$ cat config.mk
export PLATFORM = sky130hd
export DESIGN_NAME = oscillator_trim_calibrator_unit_flat
export DESIGN_NICKNAME = d
export VERILOG_FILES = /design/src/otc_pkg.sv /design/src/otc_if.sv /design/src/otc_step.sv /design/src/oscillator_trim_calibrator_unit.sv /design/src/flat_wrapper.sv
export SDC_FILE = /design/constraint.sdc
export NUM_CORES = 1
export LEC_CHECK = 0
export BUFFER_PORTS_ARGS = -buffer_cell sky130_fd_sc_hd__buf_2
export CAP_MARGIN = 20
export CORE_MARGIN = 4
export CORE_UTILIZATION = 65
export DETAILED_ROUTE_END_ITERATION = 7
export PLACE_DENSITY = 0.92
export SETUP_SLACK_MARGIN = 0.4
export SLEW_MARGIN = 20
export SYNTH_ARGS = -nofsm -noshare
export SYNTH_HDL_FRONTEND = slang
export SYNTH_SLANG_ARGS = --single-unit
$ cat constraint.sdc
create_clock -name clk_i -period 14.9 [get_ports clk_i]
set_input_delay 2.98 -clock clk_i [delete_from_list [all_inputs] [get_ports clk_i]]
set_output_delay 2.98 -clock clk_i [all_outputs]
set_load 0.01 [all_outputs]
$ cat src/otc_pkg.sv
`timescale 1ns / 1ps

package otc_pkg;

  // Request kinds on the input channel
  localparam logic FUNC_START  = 1'b0;
  localparam logic FUNC_RESULT = 1'b1;

  // Phase field of a result
  localparam logic PHASE_COARSE = 1'b0;
  localparam logic PHASE_FINE   = 1'b1;

  // Configuration register indexes
  localparam int unsigned CFG_IDX_W = 2;
  localparam logic [CFG_IDX_W-1:0] REG_TARGET_COUNT = 2'd0;
  localparam logic [CFG_IDX_W-1:0] REG_INIT_COARSE  = 2'd1;
  localparam logic [CFG_IDX_W-1:0] REG_INIT_FINE    = 2'd2;
  localparam logic [CFG_IDX_W-1:0] REG_FINE_ENABLE  = 2'd3;

  typedef enum logic [1:0] {
    ACT_APPLY      = 2'd0,
    ACT_NEXT_PHASE = 2'd1,
    ACT_COMPLETE   = 2'd2,
    ACT_IGNORED    = 2'd3
  } action_e;

  typedef enum logic [1:0] {
    ST_OFF    = 2'd0,
    ST_COARSE = 2'd1,
    ST_FINE   = 2'd2,
    ST_DONE   = 2'd3
  } phase_state_e;

  typedef struct packed {
    phase_state_e st;
    logic         was_above;
    logic         was_below;
  } ctrl_t;

endpackage

$ cat src/otc_if.sv
`timescale 1ns / 1ps

interface otc_in_if #(
  parameter int COUNT_WIDTH = 24
);
  logic                   valid;
  logic                   ready;
  logic                   func;
  logic [COUNT_WIDTH-1:0] measured_count;

  modport source (output valid, output func, output measured_count, input ready);
  modport sink   (input valid, input func, input measured_count, output ready);
endinterface

interface otc_out_if #(
  parameter int COARSE_WIDTH = 7
);
  logic                    valid;
  logic                    ready;
  logic [1:0]              action;
  logic                    phase;
  logic [COARSE_WIDTH-1:0] trim_value;
  logic                    saturated;

  modport source (output valid, output action, output phase, output trim_value,
                  output saturated, input ready);
  modport sink   (input valid, input action, input phase, input trim_value,
                  input saturated, output ready);
endinterface

$ cat src/otc_step.sv
`timescale 1ns / 1ps

module otc_step #(
  parameter int COARSE_WIDTH = 7,
  parameter int FINE_WIDTH   = 6,
  parameter int COUNT_WIDTH  = 24,
  parameter int TRIM_W       = (COARSE_WIDTH > FINE_WIDTH) ? COARSE_WIDTH : FINE_WIDTH
) (
  input  logic                    func_i,
  input  logic [COUNT_WIDTH-1:0]  count_i,
  input  logic [COUNT_WIDTH-1:0]  target_i,
  input  logic [COARSE_WIDTH-1:0] init_coarse_i,
  input  logic [FINE_WIDTH-1:0]   init_fine_i,
  input  logic                    fine_en_i,
  input  otc_pkg::ctrl_t          ctrl_i,
  input  logic [TRIM_W-1:0]       cur_trim_i,
  input  logic [TRIM_W-1:0]       prev_trim_i,
  input  logic [COUNT_WIDTH-1:0]  prev_count_i,
  output otc_pkg::ctrl_t          ctrl_o,
  output logic [TRIM_W-1:0]       cur_trim_o,
  output logic [TRIM_W-1:0]       prev_trim_o,
  output logic [COUNT_WIDTH-1:0]  prev_count_o,
  output otc_pkg::action_e        action_o,
  output logic                    phase_o,
  output logic [COARSE_WIDTH-1:0] trim_o,
  output logic                    sat_o
);
  import otc_pkg::*;

  localparam logic [TRIM_W-1:0] COARSE_MAX = TRIM_W'({COARSE_WIDTH{1'b1}});
  localparam logic [TRIM_W-1:0] FINE_MAX   = TRIM_W'({FINE_WIDTH{1'b1}});
  localparam logic [COUNT_WIDTH-1:0] ONE   = COUNT_WIDTH'(1);

  logic                   active;
  logic                   fine_ph;
  logic                   below;
  logic [TRIM_W-1:0]      max_trim;
  logic [COUNT_WIDTH-1:0] err_lo;
  logic [COUNT_WIDTH-1:0] err_hi;
  logic [COUNT_WIDTH-1:0] prev_err_hi;
  logic [COUNT_WIDTH-1:0] prev_err_lo;
  logic                   finish;
  logic                   keep_prev;
  logic                   clamp;
  logic [TRIM_W-1:0]      next_trim;
  logic [TRIM_W-1:0]      final_trim;
  logic                   go_fine;

  // Compare and step decision
  always_comb begin
    active      = (ctrl_i.st == ST_COARSE) || (ctrl_i.st == ST_FINE);
    fine_ph     = (ctrl_i.st == ST_FINE);
    max_trim    = fine_ph ? FINE_MAX : COARSE_MAX;
    below       = count_i < target_i;
    err_lo      = target_i - count_i;
    err_hi      = count_i - target_i;
    prev_err_hi = prev_count_i - target_i;
    prev_err_lo = target_i - prev_count_i;
    finish      = 1'b0;
    keep_prev   = 1'b0;
    clamp       = 1'b0;
    next_trim   = cur_trim_i;
    if (count_i == target_i) begin
      finish = 1'b1;
    end else if (below) begin
      if (ctrl_i.was_above) begin
        // crossed the target: keep the previous trim only if it landed strictly closer
        finish    = 1'b1;
        keep_prev = err_lo > prev_err_hi;
      end else if (err_lo == ONE) begin
        finish = 1'b1;
      end else if (cur_trim_i == '0) begin
        clamp = 1'b1;
      end else begin
        next_trim = cur_trim_i - TRIM_W'(1);
      end
    end else begin
      if (ctrl_i.was_below) begin
        finish    = 1'b1;
        keep_prev = err_hi > prev_err_lo;
      end else if (err_hi == ONE) begin
        finish = 1'b1;
      end else if (cur_trim_i >= max_trim) begin
        clamp = 1'b1;
      end else begin
        next_trim = cur_trim_i + TRIM_W'(1);
      end
    end
    final_trim = keep_prev ? prev_trim_i : cur_trim_i;
    go_fine    = !fine_ph && fine_en_i;
  end

  // Next state
  always_comb begin
    ctrl_o       = ctrl_i;
    cur_trim_o   = cur_trim_i;
    prev_trim_o  = prev_trim_i;
    prev_count_o = prev_count_i;
    if (func_i == FUNC_START) begin
      ctrl_o       = '{st: ST_COARSE, was_above: 1'b0, was_below: 1'b0};
      cur_trim_o   = TRIM_W'(init_coarse_i);
      prev_trim_o  = TRIM_W'(init_coarse_i);
      prev_count_o = '0;
    end else if (active) begin
      if (!finish) begin
        prev_trim_o  = cur_trim_i;
        prev_count_o = count_i;
        cur_trim_o   = next_trim;
        if (below) begin
          ctrl_o.was_below = 1'b1;
        end else begin
          ctrl_o.was_above = 1'b1;
        end
      end else if (go_fine) begin
        ctrl_o       = '{st: ST_FINE, was_above: 1'b0, was_below: 1'b0};
        cur_trim_o   = TRIM_W'(init_fine_i);
        prev_trim_o  = TRIM_W'(init_fine_i);
        prev_count_o = '0;
      end else begin
        cur_trim_o = final_trim;
        ctrl_o.st  = ST_DONE;
      end
    end
  end

  // Result
  always_comb begin
    action_o = ACT_IGNORED;
    phase_o  = PHASE_COARSE;
    trim_o   = '0;
    sat_o    = 1'b0;
    if (func_i == FUNC_START) begin
      action_o = ACT_APPLY;
      trim_o   = init_coarse_i;
    end else if (active) begin
      phase_o = fine_ph ? PHASE_FINE : PHASE_COARSE;
      if (!finish) begin
        action_o = ACT_APPLY;
        trim_o   = next_trim[COARSE_WIDTH-1:0];
        sat_o    = clamp;
      end else begin
        action_o = go_fine ? ACT_NEXT_PHASE : ACT_COMPLETE;
        trim_o   = final_trim[COARSE_WIDTH-1:0];
      end
    end
  end

endmodule

$ cat src/oscillator_trim_calibrator_unit.sv
`timescale 1ns / 1ps

// Channel   Direction  Payload
// in_i      sink       func, measured_count
// out_o     source     action, phase, trim_value, saturated
// cfg_*     write      cfg_idx_i selects the register, cfg_wdata_i carries the value
//
// One request per cycle while the output accepts results; each request gives
// exactly one result, held in the input register and then in the result register.
// The compare and step logic sits between those registers and updates the state there.
// Reset clears the phase state and restores the register defaults.
// A stalled output holds its result; the input register still fills behind it.

module oscillator_trim_calibrator_unit #(
  parameter int COARSE_WIDTH = 7,
  parameter int FINE_WIDTH   = 6,
  parameter int COUNT_WIDTH  = 24
) (
  input  logic                                 clk_i,
  input  logic                                 rst_ni,
  otc_in_if.sink                               in_i,
  otc_out_if.source                            out_o,
  input  logic                                 cfg_we_i,
  input  logic [otc_pkg::CFG_IDX_W-1:0]        cfg_idx_i,
  input  logic [COUNT_WIDTH-1:0]               cfg_wdata_i
);
  import otc_pkg::*;

  localparam int TRIM_W = (COARSE_WIDTH > FINE_WIDTH) ? COARSE_WIDTH : FINE_WIDTH;
  localparam logic [COUNT_WIDTH-1:0]  TARGET_RST = COUNT_WIDTH'(537731);
  localparam logic [COARSE_WIDTH-1:0] COARSE_RST = COARSE_WIDTH'(64);
  localparam logic [FINE_WIDTH-1:0]   FINE_RST   = FINE_WIDTH'(32);

  // Configuration
  logic [COUNT_WIDTH-1:0]  target_q;
  logic [COARSE_WIDTH-1:0] init_coarse_q;
  logic [FINE_WIDTH-1:0]   init_fine_q;
  logic                    fine_en_q;

  // Calibration state
  ctrl_t                  ctrl_q, ctrl_d;
  logic [TRIM_W-1:0]      cur_trim_q, cur_trim_d;
  logic [TRIM_W-1:0]      prev_trim_q, prev_trim_d;
  logic [COUNT_WIDTH-1:0] prev_count_q, prev_count_d;

  // Input register
  logic                   in_v_q;
  logic                   func_q;
  logic [COUNT_WIDTH-1:0] count_q;

  // Result register
  logic                    out_v_q;
  action_e                 action_q, action_d;
  logic                    phase_q, phase_d;
  logic [COARSE_WIDTH-1:0] trim_q, trim_d;
  logic                    sat_q, sat_d;

  logic advance;
  logic in_ready;

  assign advance  = !out_v_q || out_o.ready;
  assign in_ready = !in_v_q || advance;

  assign in_i.ready       = in_ready;
  assign out_o.valid      = out_v_q;
  assign out_o.action     = action_q;
  assign out_o.phase      = phase_q;
  assign out_o.trim_value = trim_q;
  assign out_o.saturated  = sat_q;

  always_ff @(posedge clk_i or negedge rst_ni) begin
    if (!rst_ni) begin
      target_q      <= TARGET_RST;
      init_coarse_q <= COARSE_RST;
      init_fine_q   <= FINE_RST;
      fine_en_q     <= 1'b1;
    end else if (cfg_we_i) begin
      case (cfg_idx_i)
        REG_TARGET_COUNT: target_q      <= cfg_wdata_i;
        REG_INIT_COARSE:  init_coarse_q <= cfg_wdata_i[COARSE_WIDTH-1:0];
        REG_INIT_FINE:    init_fine_q   <= cfg_wdata_i[FINE_WIDTH-1:0];
        REG_FINE_ENABLE:  fine_en_q     <= cfg_wdata_i[0];
        default: ;
      endcase
    end
  end

  otc_step #(
    .COARSE_WIDTH (COARSE_WIDTH),
    .FINE_WIDTH   (FINE_WIDTH),
    .COUNT_WIDTH  (COUNT_WIDTH),
    .TRIM_W       (TRIM_W)
  ) u_step (
    .func_i       (func_q),
    .count_i      (count_q),
    .target_i     (target_q),
    .init_coarse_i(init_coarse_q),
    .init_fine_i  (init_fine_q),
    .fine_en_i    (fine_en_q),
    .ctrl_i       (ctrl_q),
    .cur_trim_i   (cur_trim_q),
    .prev_trim_i  (prev_trim_q),
    .prev_count_i (prev_count_q),
    .ctrl_o       (ctrl_d),
    .cur_trim_o   (cur_trim_d),
    .prev_trim_o  (prev_trim_d),
    .prev_count_o (prev_count_d),
    .action_o     (action_d),
    .phase_o      (phase_d),
    .trim_o       (trim_d),
    .sat_o        (sat_d)
  );

  // Control: valid flags and calibration state
  always_ff @(posedge clk_i or negedge rst_ni) begin
    if (!rst_ni) begin
      in_v_q       <= 1'b0;
      out_v_q      <= 1'b0;
      ctrl_q       <= '{st: ST_OFF, was_above: 1'b0, was_below: 1'b0};
      cur_trim_q   <= '0;
      prev_trim_q  <= '0;
      prev_count_q <= '0;
    end else begin
      if (in_ready) begin
        in_v_q <= in_i.valid;
      end
      if (advance) begin
        out_v_q <= in_v_q;
        // advance the state only when a request leaves the input register
        if (in_v_q) begin
          ctrl_q       <= ctrl_d;
          cur_trim_q   <= cur_trim_d;
          prev_trim_q  <= prev_trim_d;
          prev_count_q <= prev_count_d;
        end
      end
    end
  end

  // Payload registers
  always_ff @(posedge clk_i) begin
    if (in_ready && in_i.valid) begin
      func_q  <= in_i.func;
      count_q <= in_i.measured_count;
    end
    if (advance && in_v_q) begin
      action_q <= action_d;
      phase_q  <= phase_d;
      trim_q   <= trim_d;
      sat_q    <= sat_d;
    end
  end

endmodule

$ cat src/flat_wrapper.sv
// flat-port wrapper written by rule: the top's interface ports become plain ports
module oscillator_trim_calibrator_unit_flat import otc_pkg::*;
#(
  parameter int COARSE_WIDTH = 7,
  parameter int FINE_WIDTH   = 6,
  parameter int COUNT_WIDTH  = 24
)
  (clk_i, rst_ni, cfg_we_i, cfg_idx_i, cfg_wdata_i, in_i_valid, in_i_func, in_i_measured_count, in_i_ready, out_o_valid, out_o_action, out_o_phase, out_o_trim_value, out_o_saturated, out_o_ready);
  otc_in_if #(.COUNT_WIDTH(COUNT_WIDTH)) in_i_i ();
  otc_out_if #(.COARSE_WIDTH(COARSE_WIDTH)) out_o_i ();
  input  logic clk_i;
  input  logic rst_ni;
  input  logic cfg_we_i;
  input  logic [otc_pkg::CFG_IDX_W-1:0] cfg_idx_i;
  input  logic [COUNT_WIDTH-1:0] cfg_wdata_i;
  input wire logic [$bits(in_i_i.valid)-1:0] in_i_valid;
  input wire logic [$bits(in_i_i.func)-1:0] in_i_func;
  input wire logic [$bits(in_i_i.measured_count)-1:0] in_i_measured_count;
  output wire logic [$bits(in_i_i.ready)-1:0] in_i_ready;
  output wire logic [$bits(out_o_i.valid)-1:0] out_o_valid;
  output wire logic [$bits(out_o_i.action)-1:0] out_o_action;
  output wire logic [$bits(out_o_i.phase)-1:0] out_o_phase;
  output wire logic [$bits(out_o_i.trim_value)-1:0] out_o_trim_value;
  output wire logic [$bits(out_o_i.saturated)-1:0] out_o_saturated;
  input wire logic [$bits(out_o_i.ready)-1:0] out_o_ready;
  assign in_i_i.valid = in_i_valid;
  assign in_i_i.func = in_i_func;
  assign in_i_i.measured_count = in_i_measured_count;
  assign in_i_ready = in_i_i.ready;
  assign out_o_valid = out_o_i.valid;
  assign out_o_action = out_o_i.action;
  assign out_o_phase = out_o_i.phase;
  assign out_o_trim_value = out_o_i.trim_value;
  assign out_o_saturated = out_o_i.saturated;
  assign out_o_i.ready = out_o_ready;
  oscillator_trim_calibrator_unit #(.COARSE_WIDTH(COARSE_WIDTH), .FINE_WIDTH(FINE_WIDTH), .COUNT_WIDTH(COUNT_WIDTH)) u_core (.clk_i(clk_i), .rst_ni(rst_ni), .in_i(in_i_i), .out_o(out_o_i), .cfg_we_i(cfg_we_i), .cfg_idx_i(cfg_idx_i), .cfg_wdata_i(cfg_wdata_i));
endmodule
; Yosys cells after proc, flatten, opt, wreduce, memory -nomap -nowiden
; Index checks and enable logic that the tools add are counted.
[word_totals]
in_bits = 56
elab_cells = 119
reg_bits = 118
[op_classes]
magnitude_cmp = 4
n_mux = 54
n_eq_ne = 13
n_reduce_logical = 22
addsub = 6
n_bitwise = 2
[op_table]
columns = operator, count
row1 = 7-bit two-way mux, 21
row2 = 24-bit two-way mux, 4
row3 = 24-bit subtractor, 4
row4 = 24-bit by 1-bit equality test with 1-bit output (second input constant), 2
row5 = 24-bit greater-than comparator, 2
row6 = 24-bit equality test, 1
row7 = 24-bit less-than comparator, 1
row8 = 1-bit two-way mux, 21
row9 = 2-bit two-way mux, 6
row10 = 2-bit AND reduction, 5
row11 = 5-bit AND reduction, 2
row12 = 3-bit inequality test (second input constant), 3
row13 = 4-bit two-way mux, 2
row14 = 4-bit AND reduction, 2
row15 = 7-bit by 1-bit adder with 7-bit output (second input constant), 1
row16 = 7-bit >= comparator, 1
row17 = 7-bit logical NOT, 1
row18 = 7-bit by 1-bit subtractor with 7-bit output (second input constant), 1
row19 = 2-bit equality test (second input constant), 3
row20 = 2-bit by 1-bit equality test with 1-bit output (second input constant), 2
row21 = 2-bit inequality test (second input constant), 2
row22 = 4-bit OR reduction, 1
row23 = 1-bit logical AND, 3
row24 = 1-bit logical NOT, 3
row25 = other kinds (4), 7

; Logic depth before layout (Yosys ltp)
; Gate-level depths: netlist of run 1.
[logic_depth]
depth_word = 11
depth_mapped = 28

; Hierarchy
; A second synthesis of run 1 with hierarchy kept.
[unflattened]
hier_cells = 1363
hier_area_um2 = 11796.3
[by_module_without_submodules]
columns = module, seq_area_each_um2, area_per_inst_um2, n_inst, cells_per_inst
row1 = otc_step, 0.0, 7618.6, 1, 1148
row2 = oscillator_trim_calibrator_unit, 3145.5, 4177.8, 1, 215

; Worst setup path before layout of run 1
; Ideal clock, no wire load.
[synth_path]
kind = in2out
start = input out_o_ready
end = output in_i_ready
t_arrival_ps = 3189
path_slack_ps = 8731
path_stages = 1
cell_sequence = nand3b_1
[synth_between]
elab_chain_cells = 2
[synth_rtl]
columns = element, line
row1 = "start, declared", flat_wrapper.sv:25  ; input wire logic [$bits(out_o_i.ready)-1:0] out_o_ready;
row2 = 1-bit logical OR, oscillator_trim_calibrator_unit.sv:61  ; assign advance = !out_v_q || out_o.ready;
row3 = 1-bit logical OR, oscillator_trim_calibrator_unit.sv:62  ; assign in_ready = !in_v_q || advance;
row4 = "end, declared", flat_wrapper.sv:19  ; output wire logic [$bits(in_i_i.ready)-1:0] in_i_ready;
; No other way between the ends.

; Worst setup path in the final report of run 1
[layout_path]
start = register u_core.target_q[0]
end = register u_core.cur_trim_q[3]
[layout_between]
elab_chain_cells = 10
word_cells_on_any_way = 31
classes_between = add/sub: 4 / order compare: 3 / eq/ne: 3 / mux: 21
[layout_rtl]
columns = element, line
row1 = "start, declared", oscillator_trim_calibrator_unit.sv:35  ; logic [COUNT_WIDTH-1:0] target_q;
row2 = "start signal, assigned", oscillator_trim_calibrator_unit.sv:79  ; REG_TARGET_COUNT: target_q <= cfg_wdata_i;
row3 = 24-bit subtractor (on tied branches), --
row4 = 24-bit greater-than comparator (on tied branches), "otc_step.sv:80, otc_step.sv:69"
row5 = 1-bit two-way mux (on tied branches), "otc_step.sv:78, otc_step.sv:66"
row6 = 1-bit two-way mux, otc_step.sv:65  ; end else if (below) begin
row7 = 1-bit two-way mux, otc_step.sv:63  ; if (count_i == target_i) begin
row8 = 7-bit two-way mux, otc_step.sv:89  ; final_trim = keep_prev ? prev_trim_i : cur_trim_i;
row9 = 7-bit two-way mux, otc_step.sv:114  ; end else if (go_fine) begin
row10 = 7-bit two-way mux *, otc_step.sv:105  ; if (!finish) begin
row11 = 7-bit two-way mux *, otc_step.sv:104  ; end else if (active) begin
row12 = 7-bit two-way mux *, otc_step.sv:99  ; if (func_i == FUNC_START) begin
row13 = "end signal, assigned", oscillator_trim_calibrator_unit.sv:132  ; cur_trim_q <= cur_trim_d;
row14 = "end, declared", oscillator_trim_calibrator_unit.sv:42  ; logic [TRIM_W-1:0] cur_trim_q, cur_trim_d;
; Every way passes the cells marked *; elsewhere a longest branch is shown, timed or not. The select of a mux whose other input is x is not followed.
; A chain may end at the register's enable or synchronous reset.

==> results.json, run 1 <==
{
  "outcome": "complete, no violations",
  "die_h_um": 141,
  "setup-violations-final": 0,
  "slowest_delay_ns": 0.68,
  "tightest_slew_ns": 0.985,
  "start_util": 0.665,
  "start_kind": "register",
  "fin_crit_sh": 0.451,
  "hold_end": "u_core.prev_trim_q[6]",
  "num_rows": 48,
  "cts.reportedPaths.clkPinSlew_ns": 0.06,
  "grt_pass1_vias": 10600,
  "overflow": 0,
  "worstPathRequired_ns": 15.21,
  "power.leakage_nw": 5.66,
  "insertion_delay_ns": 0.42,
  "yosysWarnings": 0,
  "worstHoldStart": "u_core.prev_trim_q[6]",
  "post-place-ws_ns": 8.40,
  "synth_area_leaders": "dfrtp_1 16%, ha_1 16%, edfxtp_1 9.4%, a21oi_1 5.9%, o21ai_0 4.2%",
  "maxSlewHeadroom": 0.343,
  "cts_max_level": 4,
  "skew_ns": 0.00930,
  "drc": 0,
  "cts_tree": "yes",
  "avgSynthCellArea_sq_um": 8.57,
  "synth_cells": 1347,
  "ys_seq_elements": 118,
  "synthFlopType": "dfrtp_1",
  "ys_top_cells_by_count": "144 x ha_1, 135 x a21oi_1, 121 x nand2_1",
  "ys_seq_area_frac": 0.273,
  "arrival_ns": 7.02,
  "synth_area_sq_mm": 0.0115,
  "async_flop_share": 0.695,
  "synth_cell_types": 89,
  "fmax_ghz": 0.149,
  "hpwl_um": 29200,
  "yosysMostFrequentCell": "ha_1",
  "slew_violations": 0,
  "io_pins": 69,
  "die-area_sq_mm": 0.0200,
  "synth-edff-count": 36,
  "wl_met1_um": 15600,
  "port_buffers": 68,
  "tns_ns": 0,
  "regToRegEndpoint": "u_core.cur_trim_q[3]",
  "hold_depth": 2,
  "root_buffer": "clkbuf_16",
  "post_drt_via_cell_ratio": 6.81,
  "drive_above_1_share": 0.116,
  "synth_top_area_share": 0.156,
  "postCtsHoldBufs": 0,
  "finalHoldViolCount": 0,
  "rsz0062_at_grt": "no",
  "gp_congestion": 1.00,
  "dr_wl_met2_um": 16500,
  "r2r-start": "u_core.target_q[0]",
  "wl_um": 37300,
  "wl_per_cell_um": 23.1,
  "r2r_cells": 27,
  "critical_path.most_common_cell": "a21oi_1",
  "synth_top_cell_by_area": "dfrtp_1",
  "cts_setup_buffers": 0,
  "numCtsBuffers": 17,
  "rrSetupSlack_ns": 8.18,
  "area_growth_pct": 7.85,
  "power.density_mw_per_mm2": 219,
  "critPathTopFamily": "compound AO/OA/AOI/OAI gates",
  "grt_max_degree": 73,
  "cts_sinks": 118,
  "cts_resized": 0,
  "path_buf_inv": 2,
  "crit_fanout": 9,
  "max_cap_violations": 0,
  "antenna_cells": 0,
  "clockBufferDepth": 2,
  "endpoint_kind": "register",
  "final_nets": 1579,
  "grt_usage": 0.374,
  "syn_nets": 1551,
  "antenna_found_initial": 0,
  "slowest_stage": "a31oi_2",
  "finalCriticalPeriod_ns": 6.72,
  "vias": 11000,
  "chipWidth_um": 141,
  "ant_nets": 0,
  "grt_first_pass_wirelength_um": 58100,
  "core-area_sq_mm": 0.0174,
  "met3_length_um": 4040,
  "worst_slack_ns": 8.18,
  "dr.pass1.iters": 6,
  "worstSetupPathType": "register to register",
  "top_layer": "met4",
  "hp-class": "register to register",
  "ir_worst_vdd_uv": 147,
  "drt_first_iter_violations": 1159
}
## area by class of cell
cell class / instances / area (sq um)
clock buffers: 18 / 429
clock inverters: 14 / 131
fillers: 1376 / 4910
inverters: 102 / 383
multi-input cells: 1064 / 7700
flip-flops and latches: 118 / 3150
well taps: 225 / 282
repair buffers: 72 / 373
## per-layer routing
layer / global-route usage / vias up
met5: 0 / -
met4: 0.119 / 0
met3: 0.0856 / 103
met2: 0.577 / 684
met1: 0.524 / 5267
li1: - / 4936
## flip-flops by register name (all words and copies together), names as in the netlist, 2 cells and up
signal,flops
u_core.cur_trim_q,7
u_core.prev_count_q,24
u_core.target_q,24
u_core.count_q,24
u_core.ctrl_q,4
u_core.out_o.action,2
u_core.init_fine_q,6
u_core.prev_trim_q,7
u_core.out_o.trim_value,7
u_core.init_coarse_q,7
## through the flow
step	std cells	area [sq um]	power (mW)	hold WS [ns]	util
floorplan	1347	11500	1.81	0.447	-
global placement	1581	11900	2.21	0.467	0.685
detailed placement	1581	11900	2.26	0.476	0.685
CTS	1613	12400	2.67	0.490	0.717
global route	1613	12400	2.92	0.520	0.717
finish	1613	12400	2.73	0.491	0.717
## worst max path at each step
| stage | to | start | cells after the start | slack (ns) |
|---|---|---|---|---|
| 4_1_cts | u_core.cur_trim_q[3] | u_core.target_q[0] | 27 | 8.34 |
| 6_report | u_core.cur_trim_q[3] | u_core.target_q[0] | 27 | 8.18 |
| 2_1_floorplan | in_i_ready | out_o_ready | 1 | 8.73 |
| 5_1_grt | u_core.cur_trim_q[3] | u_core.target_q[0] | 27 | 7.89 |
| 3_5_place_dp | u_core.cur_trim_q[3] | u_core.target_q[0] | 27 | 8.40 |
| 3_3_place_gp | in_i_ready | out_o_ready | 3 | 8.52 |
## layout by cell type (no fill, tap or decap), types with 15 or more instances in the layout
master     synthesis  routed
a21o_1            50      50
a21oi_1          135     135
a22o_1            26      26
and2_1            17      17
buf_2             16      67
clkbuf_16          0      17
dfrtp_1           72      72
edfxtp_1          36      36
ha_1             144     144
inv_1            102     102
mux2_2            19      19
nand2_1          121     121
nand2b_1          15      15
nand3_1           22      22
nand4_1           20      20
nor2_1            65      65
nor2b_1           16      16
nor3_1            23      23
o21ai_0           98      98
xnor2_1           50      50
xor2_1            32      32
## worst reg2reg max path, stage by stage (launching register included)
cell and delay [ns]:
dfstp_2 0.38, inv_1 0.09, ha_1 0.15, inv_1 0.06, fa_1 0.41, a21o_1 0.17
a21oi_1 0.22, o21ai_0 0.11, a21o_1 0.24, a21o_1 0.22, a211o_1 0.31, a21oi_1 0.24
o21ai_0 0.19, a2111o_1 0.49, a31o_2 0.25, a21oi_1 0.17, xor2_1 0.10, ha_1 0.33
nand4_1 0.12, nor2_1 0.20, nand2_1 0.10, o41ai_1 0.42, nor4_1 0.11, a31oi_2 0.68
mux2i_1 0.31, a21oi_1 0.09, or3_1 0.33, o211a_1 0.14
## power breakdown
group | leakage (nW) | switching [mW] | internal (mW) | total [mW]
sequential | 1.35 | 0.0952 | 0.424 | 0.519
clock | 0.258 | 0.164 | 0.230 | 0.394
combinational | 4.04 | 1.10 | 0.717 | 1.81
total | 5.66 | 1.36 | 1.37 | 2.73
## kinds of logic after synthesis
| logic type | after synthesis | synth area share |
|---|---|---|
| xor+xnor | 82 | 0.0622 |
| simple gates | 358 | 0.158 |
| mux | 31 | 0.0289 |
| fa+ha+maj | 148 | 0.163 |
| flops | 118 | 0.273 |
| compound gates | 445 | 0.255 |
| buf+inv | 165 | 0.0604 |
(Power assumes the default switching activity.)
==> run 2: changes to the inputs <==
--- a/config.mk
+++ b/config.mk
@@ -8,9 +8,9 @@
 export BUFFER_PORTS_ARGS = -buffer_cell sky130_fd_sc_hd__buf_2
 export CAP_MARGIN = 20
 export CORE_MARGIN = 4
-export CORE_UTILIZATION = 65
+export CORE_UTILIZATION = 63
 export DETAILED_ROUTE_END_ITERATION = 7
-export PLACE_DENSITY = 0.92
+export PLACE_DENSITY = 0.9
 export SETUP_SLACK_MARGIN = 0.4
 export SLEW_MARGIN = 20
 export SYNTH_ARGS = -nofsm -noshare
==> constraint.sdc (replaced) <==
create_clock -name clk_i -period 6.7 [get_ports clk_i]
set_input_delay 1.34 -clock clk_i [delete_from_list [all_inputs] [get_ports clk_i]]
set_output_delay 1.34 -clock clk_i [all_outputs]
set_load 0.01 [all_outputs]
==> run 2 against run 1 <==
Via count decreased by 0.34%. Global-route usage about the same. Final cell count up 0.68%. Fmax increased by 11%. Clock power increased by 130%. Design area grew 0.90%.
==> results.json, run 2 (synthesis results as in run 1) <==
{
  "outcome": "complete, no violations",
  "path_buf_inv": 4,
  "antenna_cells": 0,
  "final_cell_mix": "144 x ha_1, 133 x a21oi_1, 121 x nand2_1",
  "wl_um": 38200,
  "start_kind": "register",
  "rrSetupSlack_ns": 0.65,
  "drc": 0,
  "final_common_cell": "ha_1",
  "port_buffers": 68,
  "root_buffer": "clkbuf_16",
  "clockBufferDepth": 2,
  "area_growth_pct": 8.82,
  "arrival_ns": 6.35,
  "utilization": 0.699,
  "r2r_cells": 30,
  "grt_usage": 0.374,
  "seqCellArea_sq_mm": 0.00315,
  "cts_tree": "yes",
  "hold_depth": 2,
  "worstPathRequired_ns": 7.00,
  "grt_first_pass_wirelength_um": 58900,
  "slowest_stage": "a2111o_1",
  "cts_max_level": 4,
  "critPathTopFamily": "compound AO/OA/AOI/OAI gates",
  "grt_max_degree": 74,
  "power.density_mw_per_mm2": 494,
  "tns_ns": 0,
  "die_h_um": 143,
  "slew_violations": 0,
  "worstHoldStart": "u_core.prev_trim_q[6]",
  "hpwl_um": 29700,
  "worstSetupPathType": "register to register",
  "fin_crit_sh": 0.902,
  "post_drt_via_cell_ratio": 6.74,
  "setup-violations-final": 0,
  "critical_path.most_common_cell": "a21o_1",
  "io_pins": 69,
  "regToRegEndpoint": "u_core.cur_trim_q[4]",
  "postCtsHoldBufs": 0,
  "final_nets": 1586,
  "start_util": 0.643,
  "drive_above_1_share": 0.124,
  "chipWidth_um": 143,
  "tightest_slew_ns": 1.01,
  "endpoint_kind": "register",
  "nFillCells": 1406,
  "grt_pass1_vias": 10600,
  "fmax_ghz": 0.165,
  "hold_end": "u_core.prev_trim_q[6]",
  "power.leakage_nw": 5.72,
  "ir_worst_vdd_uv": 318,
  "overflow": 0,
  "cts_sinks": 118,
  "finalHoldViolCount": 0,
  "antenna_found_initial": 0,
  "dr.pass1.iters": 8,
  "insertion_delay_ns": 0.43,
  "drt_first_iter_violations": 1367,
  "numCtsBuffers": 17,
  "r2r-start": "u_core.target_q[0]",
  "power_mw": 6.21,
  "reg_top3": "u_core.count_q (24), u_core.prev_count_q (24), u_core.target_q (24)",
  "ant_nets": 0,
  "wl_per_cell_um": 23.5,
  "hp-class": "register to register",
  "multi_input_area_sq_mm": 0.00772,
  "skew_ns": 0.0138,
  "die-area_sq_mm": 0.0206,
  "vias": 11000,
  "core-area_sq_mm": 0.0180,
  "slowest_delay_ns": 0.46,
  "crit_fanout": 5,
  "rsz0062_at_grt": "no",
  "finalCriticalPeriod_ns": 6.05,
  "num_rows": 49,
  "maxSlewHeadroom": 0.324,
  "cts.reportedPaths.clkPinSlew_ns": 0.06,
  "max_cap_violations": 0,
  "gp_congestion": 1.03
}
==> run 2: changes by cell type in the layout (fill, tap and decap cells not counted), sizes merged <==
cell and change:
buf +7, inv +5, clkinvlp -4, clkinv -1
==> run 2: routing by layer <==
layer / wire (um) / track usage / share of wire
met4: 1540 / 0.146 / 0.040
met3: 4400 / 0.101 / 0.12
met5: 0 / 0 / 0
met1: 15400 / 0.505 / 0.40
met2: 16800 / 0.575 / 0.44
==> run 2: how the worst max path moves through the flow <==
stage               cells after the start              endpoint  slack [ns]          startpoint
floorplan                              27  u_core.cur_trim_q[3]        1.12  u_core.target_q[0]
global placement                       28  u_core.cur_trim_q[3]        0.91  u_core.target_q[0]
detailed placement                     28  u_core.cur_trim_q[3]        0.69  u_core.target_q[0]
CTS                                    28  u_core.cur_trim_q[3]        0.66  u_core.target_q[0]
global route                           28  u_core.cur_trim_q[3]        0.43  u_core.target_q[0]
finish                                 30  u_core.cur_trim_q[4]        0.65  u_core.target_q[0]
==> run 2: through the flow <==
| step | cells | setup slack [ns] | hold WS (ns) | area (sq um) |
|---|---|---|---|---|
| 3_3_place_gp | 1590 | 0.909 | 0.470 | 11900 |
| 6_report | 1624 | 0.655 | 0.495 | 12600 |
| 2_1_floorplan | 1347 | 1.12 | 0.447 | 11500 |
| 5_1_grt | 1624 | 0.434 | 0.522 | 12600 |
| 4_1_cts | 1622 | 0.657 | 0.492 | 12500 |
| 3_5_place_dp | 1590 | 0.695 | 0.479 | 11900 |
==> run 2: cell type report <==
class                      instances  area share
inverter                         102      0.0305
tap                              229      0.0228
sequential                       118       0.250
multi-input combinational       1064       0.614
clock buffer                      18      0.0359
clock inverter                    14      0.0110
timing repair buffer              79      0.0352
==> run 2: timing repair <==
action | in CTS | in global routing
setup endpoints to repair | 0 | 4
resized for setup | 0 | 4
buffers inserted | 0 | 2
==> run 2: worst register-to-register path, delay by kind of cell, from the launching register on <==
kind / cells / cell delay (ns)
xor+xnor: 1 / 0.09
buf+inv: 4 / 0.50
fa+ha+maj: 3 / 0.88
simple gates: 6 / 0.80
flops: 1 / 0.38
compound gates: 16 / 3.28
==> run 2: where the power goes <==
| part | switching (mW) | total (mW) | internal (mW) |
|---|---|---|---|
| clock | 0.381 | 0.922 | 0.542 |
| sequential | 0.249 | 1.19 | 0.942 |
| combinational | 2.44 | 4.10 | 1.66 |
| total | 3.07 | 6.21 | 3.14 |
